[src/design/utf8_safe_text_chunker_crlf_assert.svh]
// assertion macros shared by the chunker rtl
`ifndef UTF8_SAFE_TEXT_CHUNKER_CRLF_ASSERT_SVH
`define UTF8_SAFE_TEXT_CHUNKER_CRLF_ASSERT_SVH

// antecedent implies consequent in the same cycle
`define USTC_ASSERT_IMP(label, clk, rst_n, ante, cons, msg) \
  label: assert property (@(posedge clk) disable iff (!rst_n) (ante) |-> (cons)) \
    else $error(msg);

// antecedent implies consequent in the next cycle
`define USTC_ASSERT_NXT(label, clk, rst_n, ante, cons, msg) \
  label: assert property (@(posedge clk) disable iff (!rst_n) (ante) |=> (cons)) \
    else $error(msg);

`endif

[src/design/ustc_pkg.sv]
// ---------------------------------------------------------------------------
// ustc_pkg
// shared types, constants and helpers of the utf-8 safe text chunker
// ---------------------------------------------------------------------------
`timescale 1ns / 1ps
`default_nettype none

package ustc_pkg;

  localparam int STORE_DEPTH = 5;   // cr + lf on top of a held tail of three
  localparam int LEN_W       = 3;   // holds 0 .. STORE_DEPTH
  localparam int FIFO_DEPTH  = 2;   // frames between front and back

  localparam logic [7:0] BYTE_CR    = 8'h0D;
  localparam logic [7:0] BYTE_LF    = 8'h0A;
  localparam logic [7:0] BYTE_QMARK = 8'h3F;

  localparam logic [7:0] MASK_LEAD2 = 8'hE0;
  localparam logic [7:0] CODE_LEAD2 = 8'hC0;
  localparam logic [7:0] MASK_LEAD3 = 8'hF0;
  localparam logic [7:0] CODE_LEAD3 = 8'hE0;
  localparam logic [7:0] MASK_LEAD4 = 8'hF8;
  localparam logic [7:0] CODE_LEAD4 = 8'hF0;
  localparam logic [1:0] CONT_TAG   = 2'b10;

  typedef enum logic {
    OP_APPEND = 1'b0,
    OP_CLOSE  = 1'b1
  } op_e;

  typedef struct packed {
    logic [STORE_DEPTH-1:0][7:0] bytes;
    logic [LEN_W-1:0]            len;
  } frame_t;

  typedef struct packed {
    logic full;
    logic empty;
  } fifo_sts_t;

  typedef struct packed {
    logic [LEN_W-1:0] pend_cnt;
  } front_sts_t;

  // sequence length announced by a byte; ascii and bad leads stand alone
  function automatic logic [LEN_W-1:0] seq_need(input logic [7:0] b);
    logic [LEN_W-1:0] need;
    need = LEN_W'(1);
    if ((b & MASK_LEAD2) == CODE_LEAD2) begin
      need = LEN_W'(2);
    end else if ((b & MASK_LEAD3) == CODE_LEAD3) begin
      need = LEN_W'(3);
    end else if ((b & MASK_LEAD4) == CODE_LEAD4) begin
      need = LEN_W'(4);
    end
    return need;
  endfunction

endpackage

`default_nettype wire

[src/design/ustc_in_if.sv]
// ---------------------------------------------------------------------------
// ustc_in_if
// request channel into the chunker: operation, byte and call-start flag
// ---------------------------------------------------------------------------
`timescale 1ns / 1ps
`default_nettype none

interface ustc_in_if;
  logic       valid;
  logic       ready;
  logic       operation;
  logic [7:0] data_byte;
  logic       first_in_call;

  modport source (output valid, operation, data_byte, first_in_call, input ready);
  modport sink   (input valid, operation, data_byte, first_in_call, output ready);
endinterface

`default_nettype wire

[src/design/ustc_out_if.sv]
// ---------------------------------------------------------------------------
// ustc_out_if
// frame byte channel out of the chunker
// ---------------------------------------------------------------------------
`timescale 1ns / 1ps
`default_nettype none

interface ustc_out_if;
  logic       valid;
  logic       ready;
  logic [7:0] out_byte;
  logic       last_in_frame;

  modport source (output valid, out_byte, last_in_frame, input ready);
  modport sink   (input valid, out_byte, last_in_frame, output ready);
endinterface

`default_nettype wire

[src/design/ustc_fifo.sv]
// ---------------------------------------------------------------------------
// ustc_fifo
// short frame queue between the classifying front and the serialising back
// ---------------------------------------------------------------------------
`timescale 1ns / 1ps
`default_nettype none

module ustc_fifo #(
  parameter int Depth = ustc_pkg::FIFO_DEPTH
) (
  input  wire                  clk_i,
  input  wire                  rst_ni,
  input  wire                  push_i,
  input  ustc_pkg::frame_t     wdata_i,
  input  wire                  pop_i,
  output ustc_pkg::frame_t     rdata_o,
  output ustc_pkg::fifo_sts_t  sts_o
);

  localparam int PtrW = (Depth > 1) ? $clog2(Depth) : 1;
  localparam int CntW = $clog2(Depth + 1);

  ustc_pkg::frame_t mem_q [Depth];
  logic [PtrW-1:0]  wr_ptr_q, wr_ptr_d;
  logic [PtrW-1:0]  rd_ptr_q, rd_ptr_d;
  logic [CntW-1:0]  cnt_q, cnt_d;

  always_comb begin
    wr_ptr_d = wr_ptr_q;
    rd_ptr_d = rd_ptr_q;
    cnt_d    = cnt_q;
    if (push_i) begin
      wr_ptr_d = (wr_ptr_q == PtrW'(Depth - 1)) ? '0 : wr_ptr_q + PtrW'(1);
    end
    if (pop_i) begin
      rd_ptr_d = (rd_ptr_q == PtrW'(Depth - 1)) ? '0 : rd_ptr_q + PtrW'(1);
    end
    if (push_i && !pop_i) begin
      cnt_d = cnt_q + CntW'(1);
    end else if (pop_i && !push_i) begin
      cnt_d = cnt_q - CntW'(1);
    end
  end

  always_ff @(posedge clk_i or negedge rst_ni) begin
    if (!rst_ni) begin
      wr_ptr_q <= '0;
      rd_ptr_q <= '0;
      cnt_q    <= '0;
    end else begin
      wr_ptr_q <= wr_ptr_d;
      rd_ptr_q <= rd_ptr_d;
      cnt_q    <= cnt_d;
    end
  end

  always_ff @(posedge clk_i) begin
    if (push_i) begin
      mem_q[wr_ptr_q] <= wdata_i;
    end
  end

  assign rdata_o     = mem_q[rd_ptr_q];
  assign sts_o.full  = (cnt_q == CntW'(Depth));
  assign sts_o.empty = (cnt_q == '0);

endmodule

`default_nettype wire

[src/design/ustc_front.sv]
// ---------------------------------------------------------------------------
// ustc_front
// takes requests, expands lf to cr lf, finds the complete utf-8 prefix
// ---------------------------------------------------------------------------
`timescale 1ns / 1ps
`default_nettype none

module ustc_front (
  input  wire                   clk_i,
  input  wire                   rst_ni,
  ustc_in_if.sink               in_i,
  input  ustc_pkg::fifo_sts_t   fifo_sts_i,
  output logic                  push_o,
  output ustc_pkg::frame_t      frame_o,
  output ustc_pkg::front_sts_t  sts_o
);

  localparam int SD = ustc_pkg::STORE_DEPTH;
  localparam int LW = ustc_pkg::LEN_W;

  logic [7:0]    pend_q [SD];
  logic [LW-1:0] cnt_q, cnt_d;
  logic [7:0]    prev_q;

  logic          accept;
  logic          is_close;
  logic          ins_cr;
  logic [LW-1:0] len;
  logic [7:0]    ext [SD];
  logic [7:0]    ext_pad [2*SD];
  logic [7:0]    cont_pad;
  logic [LW-1:0] need_v [SD];
  logic [SD-1:0] ok_v;
  logic [LW-1:0] span_pad [8];
  logic [LW-1:0] n;

  assign in_i.ready = !fifo_sts_i.full;
  assign accept     = in_i.valid && in_i.ready;
  assign is_close   = (in_i.operation == ustc_pkg::OP_CLOSE);

  // lf gets a cr unless the previous byte of this call was a cr
  assign ins_cr = (in_i.data_byte == ustc_pkg::BYTE_LF) &&
                  (in_i.first_in_call || (prev_q != ustc_pkg::BYTE_CR));
  assign len    = cnt_q + LW'(1) + LW'(ins_cr);

  // held tail, then optional cr, then the new byte
  always_comb begin
    for (int i = 0; i < SD; i++) begin
      if (i < int'(cnt_q)) begin
        ext[i] = pend_q[i];
      end else if (i == int'(cnt_q)) begin
        ext[i] = ins_cr ? ustc_pkg::BYTE_CR : in_i.data_byte;
      end else if ((i == int'(cnt_q) + 1) && ins_cr) begin
        ext[i] = in_i.data_byte;
      end else begin
        ext[i] = '0;
      end
    end
    for (int i = 0; i < 2 * SD; i++) begin
      ext_pad[i] = (i < SD) ? ext[i % SD] : '0;
    end
    for (int i = 0; i < 8; i++) begin
      cont_pad[i] = (i < SD) ? (ext[i % SD][7:6] == ustc_pkg::CONT_TAG) : 1'b0;
    end
  end

  // character span at each position, zero where the sequence is incomplete
  always_comb begin
    for (int p = 0; p < 8; p++) begin
      span_pad[p] = '0;
    end
    for (int p = 0; p < SD; p++) begin
      need_v[p] = ustc_pkg::seq_need(ext[p]);
      ok_v[p]   = 1'b1;
      for (int k = 1; k < 4; k++) begin
        if ((k < int'(need_v[p])) && !cont_pad[(p + k) % 8]) begin
          ok_v[p] = 1'b0;
        end
      end
      if (p >= int'(len)) begin
        span_pad[p] = '0;
      end else if (p + int'(need_v[p]) > int'(len)) begin
        span_pad[p] = '0;
      end else if (!ok_v[p]) begin
        span_pad[p] = LW'(1);
      end else begin
        span_pad[p] = need_v[p];
      end
    end
  end

  // walk the prefix; a zero span leaves the position where it is
  always_comb begin
    n = '0;
    for (int s = 0; s < SD; s++) begin
      if (n < len) begin
        n = n + span_pad[n];
      end
    end
  end

  always_comb begin
    frame_o = '0;
    cnt_d   = cnt_q;
    push_o  = 1'b0;
    if (is_close) begin
      frame_o.bytes[0] = ustc_pkg::BYTE_QMARK;
      frame_o.len      = LW'(1);
      push_o           = accept && (cnt_q != '0);
      cnt_d            = '0;
    end else begin
      for (int i = 0; i < SD; i++) begin
        frame_o.bytes[i] = ext[i];
      end
      frame_o.len = n;
      push_o      = accept && (n != '0);
      cnt_d       = len - n;
    end
  end

  always_ff @(posedge clk_i or negedge rst_ni) begin
    if (!rst_ni) begin
      cnt_q  <= '0;
      prev_q <= '0;
    end else if (accept) begin
      cnt_q <= cnt_d;
      if (!is_close) begin
        prev_q <= in_i.data_byte;
      end
    end
  end

  always_ff @(posedge clk_i) begin
    if (accept && !is_close) begin
      for (int i = 0; i < SD; i++) begin
        pend_q[i] <= ext_pad[i + int'(n)];
      end
    end
  end

  assign sts_o.pend_cnt = cnt_q;

endmodule

`default_nettype wire

[src/design/ustc_back.sv]
// ---------------------------------------------------------------------------
// ustc_back
// sends queued frames out one byte per cycle, while the receiver takes them, through an output register
// ---------------------------------------------------------------------------
`timescale 1ns / 1ps
`default_nettype none

module ustc_back (
  input  wire               clk_i,
  input  wire               rst_ni,
  input  ustc_pkg::frame_t  head_i,
  input  wire               head_valid_i,
  output logic              pop_o,
  ustc_out_if.source        out_o
);

  localparam int LW = ustc_pkg::LEN_W;

  logic [LW-1:0] idx_q;
  logic          valid_q;
  logic [7:0]    byte_q;
  logic          last_q;

  logic          load;
  logic          is_last;

  assign load    = head_valid_i && (!valid_q || out_o.ready);
  assign is_last = ((idx_q + LW'(1)) == head_i.len);
  assign pop_o   = load && is_last;

  always_ff @(posedge clk_i or negedge rst_ni) begin
    if (!rst_ni) begin
      valid_q <= 1'b0;
      idx_q   <= '0;
    end else if (load) begin
      valid_q <= 1'b1;
      idx_q   <= is_last ? '0 : idx_q + LW'(1);
    end else if (out_o.ready) begin
      valid_q <= 1'b0;
    end
  end

  always_ff @(posedge clk_i) begin
    if (load) begin
      byte_q <= head_i.bytes[idx_q];
      last_q <= is_last;
    end
  end

  assign out_o.valid         = valid_q;
  assign out_o.out_byte      = byte_q;
  assign out_o.last_in_frame = last_q;

endmodule

`default_nettype wire

[src/design/utf8_safe_text_chunker_crlf.sv]
// The chunker takes one request per cycle (append a text byte, or close) whenever its frame
// queue has room, and hands out frame bytes one per cycle while the receiver is ready on the
// output channel, with last_in_frame on the final byte of each frame. Appending adds a cr
// before an lf that does not follow a cr of the same write call, and releases the longest run
// of complete utf-8 characters held so far as one frame; up to three bytes of an unfinished
// character stay behind. Close turns such a tail into a single '?' frame. A request is
// classified in the cycle it is accepted; its frame then passes through the frame queue into
// the output register, and a sustained stream of plain text runs at one byte per cycle while
// the receiver is ready. A frame of k bytes holds the output side while its k bytes go out;
// the frame queue (FifoDepth frames) absorbs that while the input side keeps going, and input
// ready drops only when the queue is full. No clearing pass is needed after reset.
`timescale 1ns / 1ps
`default_nettype none

`include "utf8_safe_text_chunker_crlf_assert.svh"

// ---------------------------------------------------------------------------
// utf8_safe_text_chunker_crlf
// lf to cr lf expansion with utf-8 safe framing of an outgoing byte stream
// ---------------------------------------------------------------------------
module utf8_safe_text_chunker_crlf #(
  parameter int FifoDepth = ustc_pkg::FIFO_DEPTH
) (
  input  wire        clk_i,
  input  wire        rst_ni,
  ustc_in_if.sink    in_i,
  ustc_out_if.source out_o
);

  // front to queue
  logic                 fifo_push;
  ustc_pkg::frame_t     fifo_wdata;
  ustc_pkg::front_sts_t front_sts;

  // queue to back
  logic                 fifo_pop;
  ustc_pkg::frame_t     fifo_head;
  ustc_pkg::fifo_sts_t  fifo_sts;

  // front: request intake, cr insertion, prefix search, held tail
  ustc_front u_front (
    .clk_i      (clk_i),
    .rst_ni     (rst_ni),
    .in_i       (in_i),
    .fifo_sts_i (fifo_sts),
    .push_o     (fifo_push),
    .frame_o    (fifo_wdata),
    .sts_o      (front_sts)
  );

  // frame queue decouples intake from the byte serialiser
  ustc_fifo #(
    .Depth (FifoDepth)
  ) u_fifo (
    .clk_i   (clk_i),
    .rst_ni  (rst_ni),
    .push_i  (fifo_push),
    .wdata_i (fifo_wdata),
    .pop_i   (fifo_pop),
    .rdata_o (fifo_head),
    .sts_o   (fifo_sts)
  );

  // back: one frame byte per cycle into the output register while the receiver is ready
  ustc_back u_back (
    .clk_i        (clk_i),
    .rst_ni       (rst_ni),
    .head_i       (fifo_head),
    .head_valid_i (!fifo_sts.empty),
    .pop_o        (fifo_pop),
    .out_o        (out_o)
  );

  // a frame is never written into a full queue
  `USTC_ASSERT_IMP(a_push_room, clk_i, rst_ni, fifo_push, !fifo_sts.full, "push into full queue")

  // close with a held tail leaves a frame queued
  `USTC_ASSERT_NXT(a_close_frame, clk_i, rst_ni, in_i.valid && in_i.ready && (in_i.operation == ustc_pkg::OP_CLOSE) && (front_sts.pend_cnt != '0), !fifo_sts.empty, "close lost its frame")

  // output only comes alive from a queued frame
  `USTC_ASSERT_IMP(a_out_source, clk_i, rst_ni, $rose(out_o.valid), $past(!fifo_sts.empty), "output without frame")

endmodule

`default_nettype wire

[src/flat_wrapper.sv]
// flat-port wrapper written by rule: the top's interface ports become plain ports
module utf8_safe_text_chunker_crlf_flat 
#(
  parameter int FifoDepth = ustc_pkg::FIFO_DEPTH
)
  (clk_i, rst_ni, in_i_valid, in_i_operation, in_i_data_byte, in_i_first_in_call, in_i_ready, out_o_valid, out_o_out_byte, out_o_last_in_frame, out_o_ready);
  ustc_in_if in_i_i ();
  ustc_out_if out_o_i ();
  input  wire clk_i;
  input  wire rst_ni;
  input wire logic [$bits(in_i_i.valid)-1:0] in_i_valid;
  input wire logic [$bits(in_i_i.operation)-1:0] in_i_operation;
  input wire logic [$bits(in_i_i.data_byte)-1:0] in_i_data_byte;
  input wire logic [$bits(in_i_i.first_in_call)-1:0] in_i_first_in_call;
  output wire logic [$bits(in_i_i.ready)-1:0] in_i_ready;
  output wire logic [$bits(out_o_i.valid)-1:0] out_o_valid;
  output wire logic [$bits(out_o_i.out_byte)-1:0] out_o_out_byte;
  output wire logic [$bits(out_o_i.last_in_frame)-1:0] out_o_last_in_frame;
  input wire logic [$bits(out_o_i.ready)-1:0] out_o_ready;
  assign in_i_i.valid = in_i_valid;
  assign in_i_i.operation = in_i_operation;
  assign in_i_i.data_byte = in_i_data_byte;
  assign in_i_i.first_in_call = in_i_first_in_call;
  assign in_i_ready = in_i_i.ready;
  assign out_o_valid = out_o_i.valid;
  assign out_o_out_byte = out_o_i.out_byte;
  assign out_o_last_in_frame = out_o_i.last_in_frame;
  assign out_o_i.ready = out_o_ready;
  utf8_safe_text_chunker_crlf #(.FifoDepth(FifoDepth)) u_core (.clk_i(clk_i), .rst_ni(rst_ni), .in_i(in_i_i), .out_o(out_o_i));
endmodule
[config.mk]
export PLATFORM = sky130hd
export DESIGN_NAME = utf8_safe_text_chunker_crlf_flat
export DESIGN_NICKNAME = d
export VERILOG_FILES = /design/src/design/ustc_pkg.sv /design/src/design/ustc_in_if.sv /design/src/design/ustc_out_if.sv /design/src/design/ustc_fifo.sv /design/src/design/ustc_front.sv /design/src/design/ustc_back.sv /design/src/design/utf8_safe_text_chunker_crlf.sv /design/src/flat_wrapper.sv
export VERILOG_INCLUDE_DIRS = /design/src /design/src/design
export SDC_FILE = /design/constraint.sdc
export NUM_CORES = 1
export LEC_CHECK = 0
export BUFFER_PORTS_ARGS = -buffer_cell sky130_fd_sc_hd__buf_2
export CELL_PAD_IN_SITES_DETAIL_PLACEMENT = 1
export CELL_PAD_IN_SITES_GLOBAL_PLACEMENT = 2
export CORE_MARGIN = 5
export CORE_UTILIZATION = 42
export DETAILED_ROUTE_END_ITERATION = 7
export HOLD_SLACK_MARGIN = 0.06
export PLACE_DENSITY_LB_ADDON = 0.15
export SYNTH_ARGS = -nofsm -noshare
export SYNTH_HDL_FRONTEND = slang
export SYNTH_SLANG_ARGS = --single-unit
[constraint.sdc]
create_clock -name clk_i -period 19.2 [get_ports clk_i]
set_clock_uncertainty 0.1 [all_clocks]
set_input_delay 0.96 -clock clk_i [delete_from_list [all_inputs] [get_ports clk_i]]
set_output_delay 0.96 -clock clk_i [all_outputs]
set_load 0.03 [all_outputs]
==> impl_results.md <==
- Area growth syn-to-layout: 10.0%
- Global-route wire length before repair: about 54 mm
- Die area: approximately 28000 um2
- Vias: around 8.6k
- Seq cells post-synth: roughly 150
- Slew HR: 29.5%
- Via density: 6.19
- Top FF cell, synth: edfxtp_1
- Syn Area/Cell: just over 10 um2
- Drt total wl: around 35 mm
- Synth top area share: roughly two fifths
- FF-to-FF path depth: 50
- Rows: between 50 and 60
- Period utilization: roughly three quarters
- Starting density of the core: a little over two fifths
- Synth top area cells: edfxtp_1 39%, nor2_1 4.8%, dfrtp_1 4.5%
- Diode count: 0
- Critical Path AT: between 10 and 15 ns
- Total track usage: around a quarter
- Per-cell routed wire length: roughly 25 um
- Hold slack: 0.406 ns
- Detailed Place HPWL: between 20 and 30 mm
- Max Freq: approximately 0.068 GHz
- Core ar.: ~24000 um2
- Clk_lat worst skew: ~0.44 ns
- CTS root buf: clkbuf_16
- Clock transition at the registers of the reported paths: 0.08 ns
- Worst-path fanout max: 43
- Initial drt markers: a little under 800
- Gr ovfl total: 0
- Residual DRC: 0
- Final hold vios: 0
- Design Area, Final: 11500 um2
- Worst Setup End Kind: flop
- Async S/R FF share, synth: around an eighth
- Vias in the first global route: 8541
- Pre-antenna DRT Iters: 5
- Crit path required time: 19.16 ns
- Die Ht: about 170 um
- Slowest cell on crit path: and2_2
- RePlAce Congestion: roughly 0.94
- Final setup viols: 0
- Sequential share of the synthesized area: between 40% and 50%
- Fin Setup TNS: 0 ns
- Min Tclk post-route: about 15 ns
- H-tree Lvls: 4
- IO Count: 25
- Synth unique cells: a little over 80
- Slew @ Worst Pin: slightly above 1 ns
- Final nets: ~1.1k
- Critical path class: input port to flop
- Mapped cell area: around 10000 um2
- Net count after synthesis: between 1k and 1.5k
- Area after DPL: about 11000 um2
- Crit-path most repeated cell: ha_1
- Largest net degree at the start of global routing: 54
- Synth area leader: edfxtp_1
- Post-CTS setup buffer count: 0
- TritonCTS clock tree: yes
- Outcome: finished clean
- FF-to-FF setup slack: 4.92 ns
- Hold_buf cts: 0
- Hold crit path type: input port to async pin
- Die width: between 150 and 200 um
- Number of synthesized flops with an enable pin: around 140
- Max_cap viols: 0
- Bufs on Longest Clock Path: 2
- Quantity of I/O buffers inserted on ports: 24
- CTS resizes: 0
- Post-Syn Instances: between 1k and 1.5k
- Slowest stage delay, CP: between 0.9 and 1 ns
- Antenna Nets Post-Route: 0
- CP Launch Type: input port
- Pins Over Slew Limit: 0
- RSZ-0062 raised after global routing: false
- # clock sinks: 154
- Share of cells above drive strength 1: 14.6%
- Initial antenna violation count: 0
- TritonCTS Buffers: 17
- Yosys Warn Count: 0
[worst max-delay path: cells and delay by family]
kind,cells,cell delay [ns]
compound gates,16,3.53
xor+xnor,1,0.43
fa+ha+maj,10,2.73
buf+inv,7,1.48
mux,1,0.33
simple gates,16,5.05
[flip-flops by register name (all words and copies together) (netlist names)]
register	cells
u_core.u_front.prev_q	8
u_core.u_fifo.rd_ptr_q	1
u_core.u_back.out_o.valid	1
u_core.u_back.idx_q	3
u_core.u_fifo.cnt_q	2
u_core.u_fifo.wr_ptr_q	1
u_core.u_back.out_o.last_in_frame	1
u_core.u_back.out_o.out_byte	8
u_core.u_front.pend_q	40
u_core.u_fifo.mem_q	86
u_core.u_front.sts_o	3
[metal layers]
| layer | up-vias | track usage, % | share of wire [%] |
|---|---|---|---|
| met2 | 250 | 38.3 | 45 |
| met1 | 4344 | 35.8 | 47 |
| met3 | 49 | 5.46 | 6.2 |
| met5 | - | 0 | 0 |
| li1 | 3908 | - | - |
| met4 | 0 | 6.07 | 2.1 |
[cell type report]
type                       count  area, um2
clock buffer                  17        425
inverter                      38        143
tap                          324        405
sequential                   154       4530
fill                        2725      12900
clock inverter                15        196
timing repair buffer          45        278
multi-input combinational    789       5550
[per-stage QoR]
| stage | setup WS, ns | cells | utilization (%) |
|---|---|---|---|
| after floorplan | 4.24 | 1042 | - |
| after global placement | 4.71 | 1350 | 44.6 |
| after detailed placement | 4.27 | 1350 | 44.6 |
| after CTS | 4.69 | 1382 | 47.1 |
| after global routing | 3.55 | 1382 | 47.1 |
| final | 4.58 | 1382 | 47.1 |
[path summary, 6_finish.rpt]
check                                               from                         end
min in group clk_i              u_core.u_front.prev_q[3]    u_core.u_front.prev_q[3]
worst min-delay path                              rst_ni      u_core.u_back.idx_q[2]
worst max register to register  u_core.u_front.prev_q[4]  u_core.u_fifo.mem_q[1][13]
worst max-delay path                   in_i_data_byte[3]  u_core.u_fifo.mem_q[1][13]
max in group asynchronous                         rst_ni      u_core.u_fifo.rd_ptr_q
worst min register to register  u_core.u_front.prev_q[3]    u_core.u_front.prev_q[3]
[cell families after synthesis]
group                    synth area share (%)
multiplexers                             11.2
AND/OR/NAND/NOR                          16.0
buffers and inverters                    4.05
flip-flops                               43.2
adder cells (fa/ha/maj)                  5.57
XOR/XNOR                                 1.33
AO/OA/AOI/OAI                            18.6
[cell usage in the layout (no fill, tap or decap), types with 7 or more instances in the layout]
cell / instances
mux2_2: 13
mux4_2: 21
nor2_1: 133
a21o_1: 7
o22ai_1: 23
mux2i_1: 47
ha_1: 37
inv_1: 33
and2_1: 9
xor2_1: 8
a211oi_1: 9
a22oi_1: 22
o21ai_0: 74
o31ai_1: 10
buf_2: 24
a31oi_1: 10
nor3_1: 17
edfxtp_1: 135
o211ai_1: 9
dfrtp_1: 18
nand3_1: 25
nand2b_1: 16
or3_1: 7
buf_4: 21
a21oi_1: 68
o21a_1: 8
nand2_1: 101
clkbuf_16: 17
nor2b_1: 7
[cell usage after synthesis (all sizes together), types with 21 or more instances]
| master | count |
|---|---|
| a21oi | 71 |
| a22oi | 22 |
| buf | 23 |
| clkbuf | 38 |
| edfxtp | 135 |
| ha | 37 |
| inv | 38 |
| mux2i | 51 |
| mux4 | 21 |
| nand2 | 101 |
| nand3 | 25 |
| nor2 | 136 |
| o21ai | 82 |
| o22ai | 23 |
Power is not shown: default switching activity piles up to over one toggle a cycle in this logic, so the estimate is an artifact.
